<file path="config.mk">
export PLATFORM = sky130hd
export DESIGN_NAME = multi_channel_countdown_timer_top
export DESIGN_NICKNAME = d
export VERILOG_FILES = /design/src/rtl/mcdt_pkg.sv /design/src/rtl/mcdt_mem.sv /design/src/rtl/mcdt_div.sv /design/src/rtl/multi_channel_countdown_timer_top.sv
export SDC_FILE = /design/constraint.sdc
export NUM_CORES = 1
export LEC_CHECK = 0
export BUFFER_PORTS_ARGS = -buffer_cell sky130_fd_sc_hd__buf_2
export CAP_MARGIN = 20
export CORE_ASPECT_RATIO = 0.8
export CORE_MARGIN = 2
export CORE_UTILIZATION = 55
export DETAILED_ROUTE_END_ITERATION = 10
export GPL_TIMING_DRIVEN = 0
export PLACE_DENSITY = 0.72
export SKIP_CTS_REPAIR_TIMING = 1
export SLEW_MARGIN = 20
export SYNTH_ARGS = -nofsm -noshare
export SYNTH_HDL_FRONTEND = slang
export SYNTH_SLANG_ARGS = --single-unit
</file>
<file path="constraint.sdc">
create_clock -name clk -period 13.8 [get_ports clk]
set_clock_uncertainty 0.1 [all_clocks]
set_input_delay 0.69 -clock clk [delete_from_list [all_inputs] [get_ports clk]]
set_output_delay 0.69 -clock clk [all_outputs]
set_load 0.05 [all_outputs]
</file>
<file path="src/rtl/mcdt_pkg.sv">
package mcdt_pkg;

    localparam logic [1:0] OP_TICK       = 2'd0;
    localparam logic [1:0] OP_SET        = 2'd1;
    localparam logic [1:0] OP_GET        = 2'd2;
    localparam logic [1:0] OP_CANCEL_ALL = 2'd3;

    localparam logic [1:0] KIND_DONE     = 2'd0;
    localparam logic [1:0] KIND_EXPIRED  = 2'd1;
    localparam logic [1:0] KIND_READ     = 2'd2;
    localparam logic [1:0] KIND_REJECTED = 2'd3;

    localparam int ID_W      = 4;
    localparam int FIELD_W   = 24;
    localparam int ELAPSED_W = 16;
    localparam int MS_W      = 10;
    // remainder plus elapsed fits in 17 bits; whole seconds fit in 7
    localparam int SUM_W     = 17;
    localparam int DEC_W     = 7;

    localparam logic [SUM_W-1:0] MS_PER_SECOND = 17'd1000;
    // ceil(2^27 / 1000): exact quotient for every sum below 2^17
    localparam int               RECIP_SHIFT   = 27;
    localparam logic [17:0]      RECIP_1000    = 18'd134218;
    localparam int               PROD_W        = SUM_W + 18;

    typedef struct packed {
        logic             done;
        logic [DEC_W-1:0] dec;
        logic [MS_W-1:0]  rem;
    } div_res_t;

    typedef enum logic [3:0] {
        S_IDLE = 4'b0001,
        S_DIV  = 4'b0010,
        S_SCAN = 4'b0100,
        S_GET  = 4'b1000
    } state_t;

endpackage

</file>
<file path="src/rtl/mcdt_mem.sv">
module mcdt_mem #(
    parameter int DEPTH = 6,
    parameter int WIDTH = 24,
    parameter int AW    = 3
) (
    input  logic             clk,
    input  logic             we,
    input  logic [AW-1:0]    waddr,
    input  logic [WIDTH-1:0] wdata,
    input  logic [AW-1:0]    raddr,
    output logic [WIDTH-1:0] rdata
);

    logic [WIDTH-1:0] mem [DEPTH];

    always_ff @(posedge clk)
    begin
        if (we)
        begin
            mem[waddr] <= wdata;
        end
        rdata <= mem[raddr];
    end

endmodule

</file>
<file path="src/rtl/mcdt_div.sv">
module mcdt_div (
    input  logic                              clk,
    input  logic                              rst_n,
    input  logic                              go,
    input  logic [mcdt_pkg::MS_W-1:0]         ms_rem,
    input  logic [mcdt_pkg::ELAPSED_W-1:0]    elapsed,
    output mcdt_pkg::div_res_t                res
);

    logic                             s1_vld_reg, s2_vld_reg, s3_vld_reg;
    logic [mcdt_pkg::SUM_W-1:0]       sum_reg;
    logic [mcdt_pkg::DEC_W-1:0]       q_reg;
    logic [mcdt_pkg::MS_W-1:0]        rem_reg;
    logic [mcdt_pkg::PROD_W-1:0]      prod;
    logic [mcdt_pkg::SUM_W-1:0]       q_times;
    logic [mcdt_pkg::SUM_W-1:0]       rem_full;

    // divide by 1000 through the reciprocal
    assign prod     = mcdt_pkg::PROD_W'(sum_reg) * mcdt_pkg::PROD_W'(mcdt_pkg::RECIP_1000);
    assign q_times  = mcdt_pkg::SUM_W'(q_reg) * mcdt_pkg::MS_PER_SECOND;
    assign rem_full = sum_reg - q_times;

    always_ff @(posedge clk or negedge rst_n)
    begin
        if (!rst_n)
        begin
            s1_vld_reg <= 1'b0;
            s2_vld_reg <= 1'b0;
            s3_vld_reg <= 1'b0;
        end
        else
        begin
            s1_vld_reg <= go;
            s2_vld_reg <= s1_vld_reg;
            s3_vld_reg <= s2_vld_reg;
        end
    end

    always_ff @(posedge clk)
    begin
        if (go)
        begin
            sum_reg <= mcdt_pkg::SUM_W'(ms_rem) + mcdt_pkg::SUM_W'(elapsed);
        end
        if (s1_vld_reg)
        begin
            q_reg <= prod[mcdt_pkg::RECIP_SHIFT +: mcdt_pkg::DEC_W];
        end
        if (s2_vld_reg)
        begin
            rem_reg <= rem_full[mcdt_pkg::MS_W-1:0];
        end
    end

    assign res.done = s3_vld_reg;
    assign res.dec  = q_reg;
    assign res.rem  = rem_reg;

endmodule

</file>
<file path="src/rtl/multi_channel_countdown_timer_top.sv">
// Countdown timer bank: one seconds counter per channel (1..CHANNELS) in a
// one-port-read, one-port-write RAM, plus a millisecond remainder. Raise start
// with an operation while busy is low. A set, a cancel-all or a rejected id
// answers straight from idle, a get after one read of the RAM. A tick adds the
// elapsed time to the remainder and splits it into whole seconds and a new
// remainder, and reports without a sweep when less than a second has gathered;
// otherwise the RAM is swept one channel per cycle. Each result is shown for
// exactly one cycle with strobe high and cannot be held off; expiries come out
// in ascending channel order and last marks the final result.
module multi_channel_countdown_timer_top #(
    parameter int CHANNELS      = 6,
    parameter int SECONDS_WIDTH = 24
) (
    input  logic                                 clk,
    input  logic                                 rst_n,
    input  logic                                 start,
    output logic                                 busy,
    input  logic [1:0]                           operation,
    input  logic [mcdt_pkg::ID_W-1:0]            chan_id,
    input  logic [mcdt_pkg::FIELD_W-1:0]         seconds,
    input  logic [mcdt_pkg::ELAPSED_W-1:0]       tick_ms,
    output logic                                 strobe,
    output logic [1:0]                           kind,
    output logic [mcdt_pkg::ID_W-1:0]            channel,
    output logic [mcdt_pkg::FIELD_W-1:0]         value,
    output logic                                 last
);

    localparam int IW = $clog2(CHANNELS > 1 ? CHANNELS : 2);
    localparam int CW = $clog2(CHANNELS + 1) > IW ? $clog2(CHANNELS + 1) : IW;
    localparam logic [32:0] CMAX = (33'd1 << SECONDS_WIDTH) - 33'd1;
    localparam logic [CW-1:0] LAST_ISS = CW'(CHANNELS);

    mcdt_pkg::state_t state_reg, state_next;

    logic [CHANNELS-1:0]          valid_reg, valid_next;
    logic [mcdt_pkg::MS_W-1:0]    ms_rem_reg, ms_rem_next;
    logic [mcdt_pkg::DEC_W-1:0]   dec_reg, dec_next;
    logic [mcdt_pkg::ID_W-1:0]    id_reg, id_next;
    logic [CW-1:0]                iss_reg, iss_next;
    logic                         proc_vld_reg, proc_vld_next;
    logic [IW-1:0]                proc_idx_reg, proc_idx_next;
    logic                         pend_vld_reg, pend_vld_next;
    logic [mcdt_pkg::ID_W-1:0]    pend_chan_reg, pend_chan_next;

    logic                         strobe_reg, strobe_next;
    logic [1:0]                   kind_reg, kind_next;
    logic [mcdt_pkg::ID_W-1:0]    channel_reg, channel_next;
    logic [mcdt_pkg::FIELD_W-1:0] value_reg, value_next;
    logic                         last_reg, last_next;

    logic                         mem_we;
    logic [IW-1:0]                mem_waddr, mem_raddr;
    logic [SECONDS_WIDTH-1:0]     mem_wdata, mem_rdata;

    logic                         div_go;
    mcdt_pkg::div_res_t           div_res;

    logic                         accept;
    logic                         id_ok;
    logic [IW-1:0]                id_idx, id_reg_idx;
    logic [31:0]                  secs_wide;
    logic [SECONDS_WIDTH-1:0]     secs_sat;
    logic [31:0]                  rd_wide;
    logic [SECONDS_WIDTH-1:0]     dec_ext;

    assign accept     = start && (state_reg == mcdt_pkg::S_IDLE);
    assign id_ok      = (chan_id != '0) && (chan_id <= mcdt_pkg::ID_W'(CHANNELS));
    assign id_idx     = IW'(chan_id - mcdt_pkg::ID_W'(1));
    assign id_reg_idx = IW'(id_reg - mcdt_pkg::ID_W'(1));
    assign secs_wide  = 32'(seconds);
    assign secs_sat   = (33'(seconds) > CMAX) ? CMAX[SECONDS_WIDTH-1:0]
                                              : secs_wide[SECONDS_WIDTH-1:0];
    assign rd_wide    = 32'(mem_rdata);
    assign dec_ext    = SECONDS_WIDTH'(dec_reg);
    assign div_go     = accept && (operation == mcdt_pkg::OP_TICK);

    mcdt_div u_div (
        .clk     (clk),
        .rst_n   (rst_n),
        .go      (div_go),
        .ms_rem  (ms_rem_reg),
        .elapsed (tick_ms),
        .res     (div_res)
    );

    mcdt_mem #(
        .DEPTH (CHANNELS),
        .WIDTH (SECONDS_WIDTH),
        .AW    (IW)
    ) u_mem (
        .clk   (clk),
        .we    (mem_we),
        .waddr (mem_waddr),
        .wdata (mem_wdata),
        .raddr (mem_raddr),
        .rdata (mem_rdata)
    );

    always_comb
    begin
        state_next     = state_reg;
        valid_next     = valid_reg;
        ms_rem_next    = ms_rem_reg;
        dec_next       = dec_reg;
        id_next        = id_reg;
        iss_next       = iss_reg;
        proc_vld_next  = 1'b0;
        proc_idx_next  = proc_idx_reg;
        pend_vld_next  = pend_vld_reg;
        pend_chan_next = pend_chan_reg;
        strobe_next    = 1'b0;
        kind_next      = mcdt_pkg::KIND_DONE;
        channel_next   = '0;
        value_next     = '0;
        last_next      = 1'b1;
        mem_we         = 1'b0;
        mem_waddr      = id_idx;
        mem_wdata      = secs_sat;
        mem_raddr      = id_idx;

        case (state_reg)
            mcdt_pkg::S_IDLE:
            begin
                if (accept)
                begin
                    id_next = chan_id;
                    case (operation)
                        mcdt_pkg::OP_TICK:
                        begin
                            state_next = mcdt_pkg::S_DIV;
                        end
                        mcdt_pkg::OP_SET:
                        begin
                            strobe_next  = 1'b1;
                            channel_next = chan_id;
                            if (id_ok)
                            begin
                                mem_we             = 1'b1;
                                valid_next[id_idx] = (secs_sat != '0);
                            end
                            else
                            begin
                                kind_next = mcdt_pkg::KIND_REJECTED;
                            end
                        end
                        mcdt_pkg::OP_GET:
                        begin
                            if (id_ok)
                            begin
                                state_next = mcdt_pkg::S_GET;
                            end
                            else
                            begin
                                strobe_next  = 1'b1;
                                kind_next    = mcdt_pkg::KIND_REJECTED;
                                channel_next = chan_id;
                            end
                        end
                        mcdt_pkg::OP_CANCEL_ALL:
                        begin
                            valid_next  = '0;
                            strobe_next = 1'b1;
                        end
                        default:
                        begin
                            state_next = mcdt_pkg::S_IDLE;
                        end
                    endcase
                end
            end

            mcdt_pkg::S_GET:
            begin
                strobe_next  = 1'b1;
                kind_next    = mcdt_pkg::KIND_READ;
                channel_next = id_reg;
                value_next   = valid_reg[id_reg_idx] ? rd_wide[mcdt_pkg::FIELD_W-1:0] : '0;
                state_next   = mcdt_pkg::S_IDLE;
            end

            mcdt_pkg::S_DIV:
            begin
                if (div_res.done)
                begin
                    ms_rem_next   = div_res.rem;
                    dec_next      = div_res.dec;
                    iss_next      = '0;
                    pend_vld_next = 1'b0;
                    if (div_res.dec == '0)
                    begin
                        strobe_next = 1'b1;
                        state_next  = mcdt_pkg::S_IDLE;
                    end
                    else
                    begin
                        state_next = mcdt_pkg::S_SCAN;
                    end
                end
            end

            mcdt_pkg::S_SCAN:
            begin
                // issue the read of the next channel while the previous one is updated
                mem_raddr = iss_reg[IW-1:0];
                if (iss_reg != LAST_ISS)
                begin
                    iss_next      = iss_reg + CW'(1);
                    proc_vld_next = 1'b1;
                    proc_idx_next = iss_reg[IW-1:0];
                end

                if (proc_vld_reg)
                begin
                    if (valid_reg[proc_idx_reg])
                    begin
                        if (mem_rdata <= dec_ext)
                        begin
                            valid_next[proc_idx_reg] = 1'b0;
                            // hold each expiry until the next one shows whether it was the last
                            if (pend_vld_reg)
                            begin
                                strobe_next  = 1'b1;
                                kind_next    = mcdt_pkg::KIND_EXPIRED;
                                channel_next = pend_chan_reg;
                                last_next    = 1'b0;
                            end
                            pend_vld_next  = 1'b1;
                            pend_chan_next = mcdt_pkg::ID_W'(proc_idx_reg) + mcdt_pkg::ID_W'(1);
                        end
                        else
                        begin
                            mem_we    = 1'b1;
                            mem_waddr = proc_idx_reg;
                            mem_wdata = mem_rdata - dec_ext;
                        end
                    end
                end
                else if (iss_reg == LAST_ISS)
                begin
                    strobe_next = 1'b1;
                    if (pend_vld_reg)
                    begin
                        kind_next    = mcdt_pkg::KIND_EXPIRED;
                        channel_next = pend_chan_reg;
                    end
                    pend_vld_next = 1'b0;
                    state_next    = mcdt_pkg::S_IDLE;
                end
            end

            default:
            begin
                state_next = mcdt_pkg::S_IDLE;
            end
        endcase
    end

    always_ff @(posedge clk or negedge rst_n)
    begin
        if (!rst_n)
        begin
            state_reg    <= mcdt_pkg::S_IDLE;
            valid_reg    <= '0;
            ms_rem_reg   <= '0;
            proc_vld_reg <= 1'b0;
            pend_vld_reg <= 1'b0;
            strobe_reg   <= 1'b0;
        end
        else
        begin
            state_reg    <= state_next;
            valid_reg    <= valid_next;
            ms_rem_reg   <= ms_rem_next;
            proc_vld_reg <= proc_vld_next;
            pend_vld_reg <= pend_vld_next;
            strobe_reg   <= strobe_next;
        end
    end

    always_ff @(posedge clk)
    begin
        dec_reg       <= dec_next;
        id_reg        <= id_next;
        iss_reg       <= iss_next;
        proc_idx_reg  <= proc_idx_next;
        pend_chan_reg <= pend_chan_next;
        kind_reg      <= kind_next;
        channel_reg   <= channel_next;
        value_reg     <= value_next;
        last_reg      <= last_next;
    end

    assign busy    = (state_reg != mcdt_pkg::S_IDLE);
    assign strobe  = strobe_reg;
    assign kind    = kind_reg;
    assign channel = channel_reg;
    assign value   = value_reg;
    assign last    = last_reg;

endmodule
</file>
==> results of run 1 <==
power breakdown:
part / internal, mW / total [mW] / switching (mW)
Combinational: 0.438 / 1.02 / 0.581
Sequential: 0.997 / 1.09 / 0.0893
Clock: 0.428 / 0.734 / 0.306
worst min path at each step:
stage | from | to | slack (ns) | cells after the start
6_report | rst_n | strobe | 0.08 | 1
5_1_grt | rst_n | strobe | 0.11 | 1
3_5_place_dp | u_div.rem_reg[1] | ms_rem_reg[1] | 0.34 | 2
3_3_place_gp | u_div.rem_reg[1] | ms_rem_reg[1] | 0.33 | 2
2_1_floorplan | rst_n | ms_rem_reg[0] | 0.29 | 0
4_1_cts | rst_n | strobe | 0.1 | 1
cells in the mapped netlist (all sizes together), types with 3 or more instances:
cell type / number
nand2b: 6
edfxtp: 199
fa: 46
o21bai: 3
xor2: 15
nand2: 80
a21oi: 38
inv: 154
o21ai: 83
and2: 27
a31oi: 3
nor2b: 8
mux2: 10
mux2i: 26
xnor2: 36
a22o: 3
nor2: 48
dfxtp: 55
dfrtp: 25
o32ai: 6
o32a: 7
a21o: 12
clkbuf: 12
and3: 3
mux4: 26
nand4: 6
ha: 182
a211oi: 5
nand3: 11
nor4: 11
or2: 8
nor3: 20
or3: 7
nor4b: 3
o31ai: 4
o22ai: 3
o311ai: 3
buf: 12
logic make-up (layout without fill, tap and decap cells):
group                      count (synthesis)  in the layout  share of synthesized area
xor gates and xnor gates                  51             51                     0.0289
AOI/OAI and AO/OA                        188            188                     0.0758
and+or+nand+nor                          245            245                     0.0824
buffers and inverters                    178            320                     0.0450
DFF                                      280            280                      0.499
muxes                                     62             62                     0.0619
adders and majority gates                228            228                      0.207
area by class of cell:
type,instances,area (sq um)
Clock buffer,38,769
Timing Repair Buffer,90,552
Inverter,154,578
Clock inverter,14,124
Tap cell,364,455
Sequential cell,280,7730
Fill cell,2101,10000
Multi-Input combinational cell,774,7160
Buffer,24,118
per-stage QoR:
stage / std cells / cell area, sq um
floorplan: 1232 / 15500
global placement: 1676 / 16300
detailed placement: 1686 / 16600
CTS: 1738 / 17500
global route: 1738 / 17500
finish: 1738 / 17500
metal layers:
layer	part of all wire	GRT usage	vias up
li1	-	-	4666
met1	0.45	0.337	4825
met2	0.47	0.389	299
met3	0.061	0.0331	45
met4	0.018	0.0484	0
met5	0	0	-
worst max-delay path: stages (launching register included):
cell and delay (ns):
edfxtp_1 0.62, ha_1 0.40, ha_1 0.15, inv_1 0.06, fa_1 0.52, inv_1 0.04, ha_1 0.31, fa_1 0.54
inv_1 0.05, fa_1 0.53, inv_1 0.05, ha_1 0.32, a21oi_1 0.17, o21ai_0 0.19, a221oi_1 0.53, a21oi_1 0.17
o22ai_1 0.30, o21ai_0 0.23, o31a_1 0.31, xor2_1 0.14
==> flow_summary.json, run 1 <==
{
  "start_kind": "flop",
  "final_util": 0.636,
  "power_mw": 2.84,
  "grt_antenna_before_repair": 1,
  "whs_ns": 0.0815,
  "place_ws_ns": 7.79,
  "final_antenna_net_count": 0,
  "final_hold_viol_count": 0,
  "remaining_drc_errors": 0,
  "drive_gt1_frac": 0.158,
  "port-buffer-count": 80,
  "grt_pass1_wl_mm": 53.8,
  "ff2ff_setup_slack_ns": 7.79,
  "r2r-end": "u_div.q_reg[6]",
  "status": "finished clean",
  "viasPerCell": 5.66,
  "place_congestion": 0.890,
  "vias": 9835,
  "h-tree-depth": 1,
  "synth_enable_flop_cells": 199,
  "core_sq_mm": 0.0275,
  "drt-initial-drc-count": 648,
  "netlist.area_leader.share": 0.386,
  "die_width_um": 192,
  "dpl.hpwl_mm": 24.6,
  "synth.net_count": 1509,
  "largest_register_ffs": 144,
  "p_leak_nw": 7.51,
  "layout_commonest_cell": "edfxtp_1",
  "final_cell_mix": "edfxtp_1 (199), ha_1 (182), inv_1 (153)",
  "clock-root-buffer": "clkbuf_16",
  "timing.fmax_mhz": 166,
  "ioPinCount": 82,
  "cts_sinks": 280,
  "period_needed_ns": 6.01,
  "track_usage": 0.236,
  "path_max_fanout": 8,
  "vdd_drop_max_mv": 0.151,
  "critPathArrivalTime_ns": 6.18,
  "crit_type": "reg -> reg",
  "synth_cell_type_count": 75,
  "grt_max_degree": 27,
  "clkTransAtPathRegs_ns": 0.06,
  "layout_setup_ws_ns": 7.79,
  "syn_area_sq_mm": 0.0155,
  "worstReg2RegStart": "u_div.sum_reg[4]",
  "crit_required_ns": 13.97,
  "wl_per_cell_um": 19.2,
  "finalCritPeriodShare": 0.435,
  "rows": 54,
  "rsz0062_at_grt": "false",
  "powerDensity_mw_per_mm2": 162,
  "worstMarginPinSlew_ns": 0.904,
  "end_kind": "flop",
  "maxSlewViolCount": 0,
  "clkLatencyLatePin_ns": 0.53,
  "synth_top_area_cell": "edfxtp_1",
  "cts_tree": "built",
  "cts_buffers": 28,
  "setup.worst_path.start": "u_div.sum_reg[4]",
  "start_util": 0.563,
  "reg2reg_depth": 19,
  "synthFlopType": "edfxtp_1",
  "endpoint": "u_div.q_reg[6]",
  "ys_async_sr_fraction": 0.0929,
  "first_global_vias": 10300,
  "finalSetupViolations": 0,
  "grt-ovfl-total": 0,
  "dieHeight_um": 154,
  "syn_inst": 1232,
  "antenna_cells": 0,
  "seq_area_frac_synth": 0.499,
  "die_area_sq_mm": 0.0295,
  "maxCapViolCount": 0,
  "ys_seq_elements": 280,
  "synthTopCellsByArea": "edfxtp_1 (39%), ha_1 (15%), dfxtp_1 (7.1%)",
  "hold_path_class": "in -> async",
  "layout.nets": 1629,
  "syn2layout_area_growth_pct": 13.0,
  "wl_mm": 33.4,
  "yosys_warnings": 0,
  "first_pass_iters": 5,
  "setup_tns_ns": 0,
  "clock_path_buffers": 3,
  "relSlewSlack": 0.398,
  "avgSynthCellArea_sq_um": 12.6
}
Note: power is estimated with default switching activity, not from simulation.
==> run 2: changes to the inputs <==
- clock period: 13.8 -> 5.6 ns (I/O delays scaled with it)
==> run 2 against run 1 <==
Power grew to 2.5 times the previous value. Final cell count is 1.7% higher. Die area stayed put. First-iteration DRC count is 0.15% higher. Critical path type unchanged. Largest cell class unchanged. Highest routed layer unchanged.
==> flow_summary.json, run 2 (synthesis results as in run 1) <==
{
  "powerDensity_mw_per_mm2": 401,
  "ff2ff_setup_slack_ns": 0.29,
  "reg2reg_depth": 19,
  "grt_pass1_wl_mm": 53.8,
  "crit_type": "reg -> reg",
  "power_mw": 7.13,
  "die_area_sq_mm": 0.0295,
  "track_usage": 0.236,
  "layout.nets": 1658,
  "path_max_fanout": 7,
  "viasPerCell": 5.61,
  "dpl.hpwl_mm": 24.6,
  "finalCritPeriodShare": 0.949,
  "worstMarginPinSlew_ns": 0.889,
  "wl_mm": 33.7,
  "clkTransAtPathRegs_ns": 0.06,
  "clock-root-buffer": "clkbuf_16",
  "largest_register_ffs": 144,
  "start_util": 0.563,
  "clkLatencyLatePin_ns": 0.53,
  "worstReg2RegStart": "u_div.sum_reg[8]",
  "maxCapViolCount": 0,
  "syn2layout_area_growth_pct": 14.9,
  "drive_gt1_frac": 0.175,
  "core_sq_mm": 0.0275,
  "grt-ovfl-total": 0,
  "status": "finished clean",
  "remaining_drc_errors": 0,
  "layout_commonest_cell": "edfxtp_1",
  "final_antenna_net_count": 0,
  "hold-path-cell-count": 2,
  "place_congestion": 0.890,
  "wl_per_cell_um": 19.1,
  "critPathArrivalTime_ns": 5.48,
  "dieHeight_um": 154,
  "hold_path_end": "u_div.sum_reg[11]",
  "first_pass_iters": 6,
  "drt-initial-drc-count": 649,
  "ioPinCount": 82,
  "vias": 9915,
  "setup_tns_ns": 0,
  "final_cell_mix": "edfxtp_1 (199), ha_1 (181), inv_1 (153)",
  "grt_antenna_before_repair": 1,
  "cts_tree": "built",
  "start_kind": "flop",
  "crit_required_ns": 5.77,
  "period_needed_ns": 5.31,
  "p_leak_nw": 7.67,
  "port-buffer-count": 80,
  "rows": 54,
  "cts_buffers": 28,
  "r2r-end": "u_div.q_reg[6]",
  "hp-start": "tick_ms[11]",
  "clock_path_buffers": 3,
  "final_hold_viol_count": 0,
  "antenna_cells": 0,
  "relSlewSlack": 0.407,
  "h-tree-depth": 1,
  "timing.fmax_mhz": 188,
  "die_width_um": 192,
  "cts_sinks": 280,
  "hold_path_class": "in -> reg",
  "vdd_drop_max_mv": 0.422,
  "grt_max_degree": 27,
  "first_global_vias": 10300,
  "finalSetupViolations": 0,
  "maxSlewViolCount": 0,
  "end_kind": "flop"
}
run 2: worst max-delay path: stages, from the launching register on:
cell,delay (ns)
edfxtp_1,0.56
ha_1,0.37
ha_1,0.30
ha_1,0.28
inv_1,0.05
fa_1,0.55
inv_1,0.06
fa_1,0.53
inv_1,0.06
fa_1,0.53
inv_1,0.04
ha_1,0.27
nand4_1,0.16
nor3_4,0.27
nand4_1,0.18
a21oi_2,0.20
o22ai_2,0.10
o21ai_2,0.18
o31a_1,0.18
xor2_1,0.07
run 2: layout make-up:
type / count / area [sq um]
Clock buffer: 38 / 769
Inverter: 154 / 578
Sequential cell: 280 / 7730
Multi-Input combinational cell: 774 / 7220
Timing Repair Buffer: 119 / 796
Tap cell: 364 / 455
Fill cell: 2083 / 9710
Buffer: 24 / 118
Clock inverter: 14 / 124
run 2: routing by layer:
| metal | share of wire | wire length, um | vias up | global-route usage |
|---|---|---|---|---|
| met2 | 0.47 | 15800 | 284 | 0.389 |
| li1 | - | - | 4723 | - |
| met4 | 0.017 | 589 | 0 | 0.0484 |
| met3 | 0.060 | 2010 | 46 | 0.0331 |
| met1 | 0.45 | 15300 | 4862 | 0.337 |
| met5 | 0 | 0 | - | 0 |
run 2: how the worst max path moves through the flow:
stage	startpoint	to	slack [ns]	depth (start not counted)
2_1_floorplan	u_div.sum_reg[6]	u_div.q_reg[6]	0.42	19
3_3_place_gp	u_mem.rdata[0]	u_mem.mem[0][11]	-1.15	11
4_1_cts	u_div.sum_reg[4]	u_div.q_reg[6]	-0.44	19
6_report	u_div.sum_reg[8]	u_div.q_reg[6]	0.29	19
3_5_place_dp	u_div.sum_reg[3]	u_div.q_reg[6]	-0.41	19
5_1_grt	u_div.sum_reg[6]	u_div.q_reg[3]	-0.04	21
run 2: per-stage QoR:
stage	utilization	instances	worst slack, ns	hold WS, ns	cell area (sq um)
detailed placement	0.604	1686	-0.408	0.252	16600
CTS	0.636	1738	-0.435	-0.313	17500
global placement	0.594	1676	-1.15	0.235	16300
finish	0.647	1767	0.287	0.00822	17800
floorplan	-	1232	0.424	-0.116	15500
global route	0.647	1767	-0.0415	0.0255	17800
run 2: power by group:
group          switching [mW]  total (mW)  internal, mW
Sequential              0.209        2.67          2.46
Combinational            1.52        2.66          1.13
Clock                   0.755        1.81          1.05
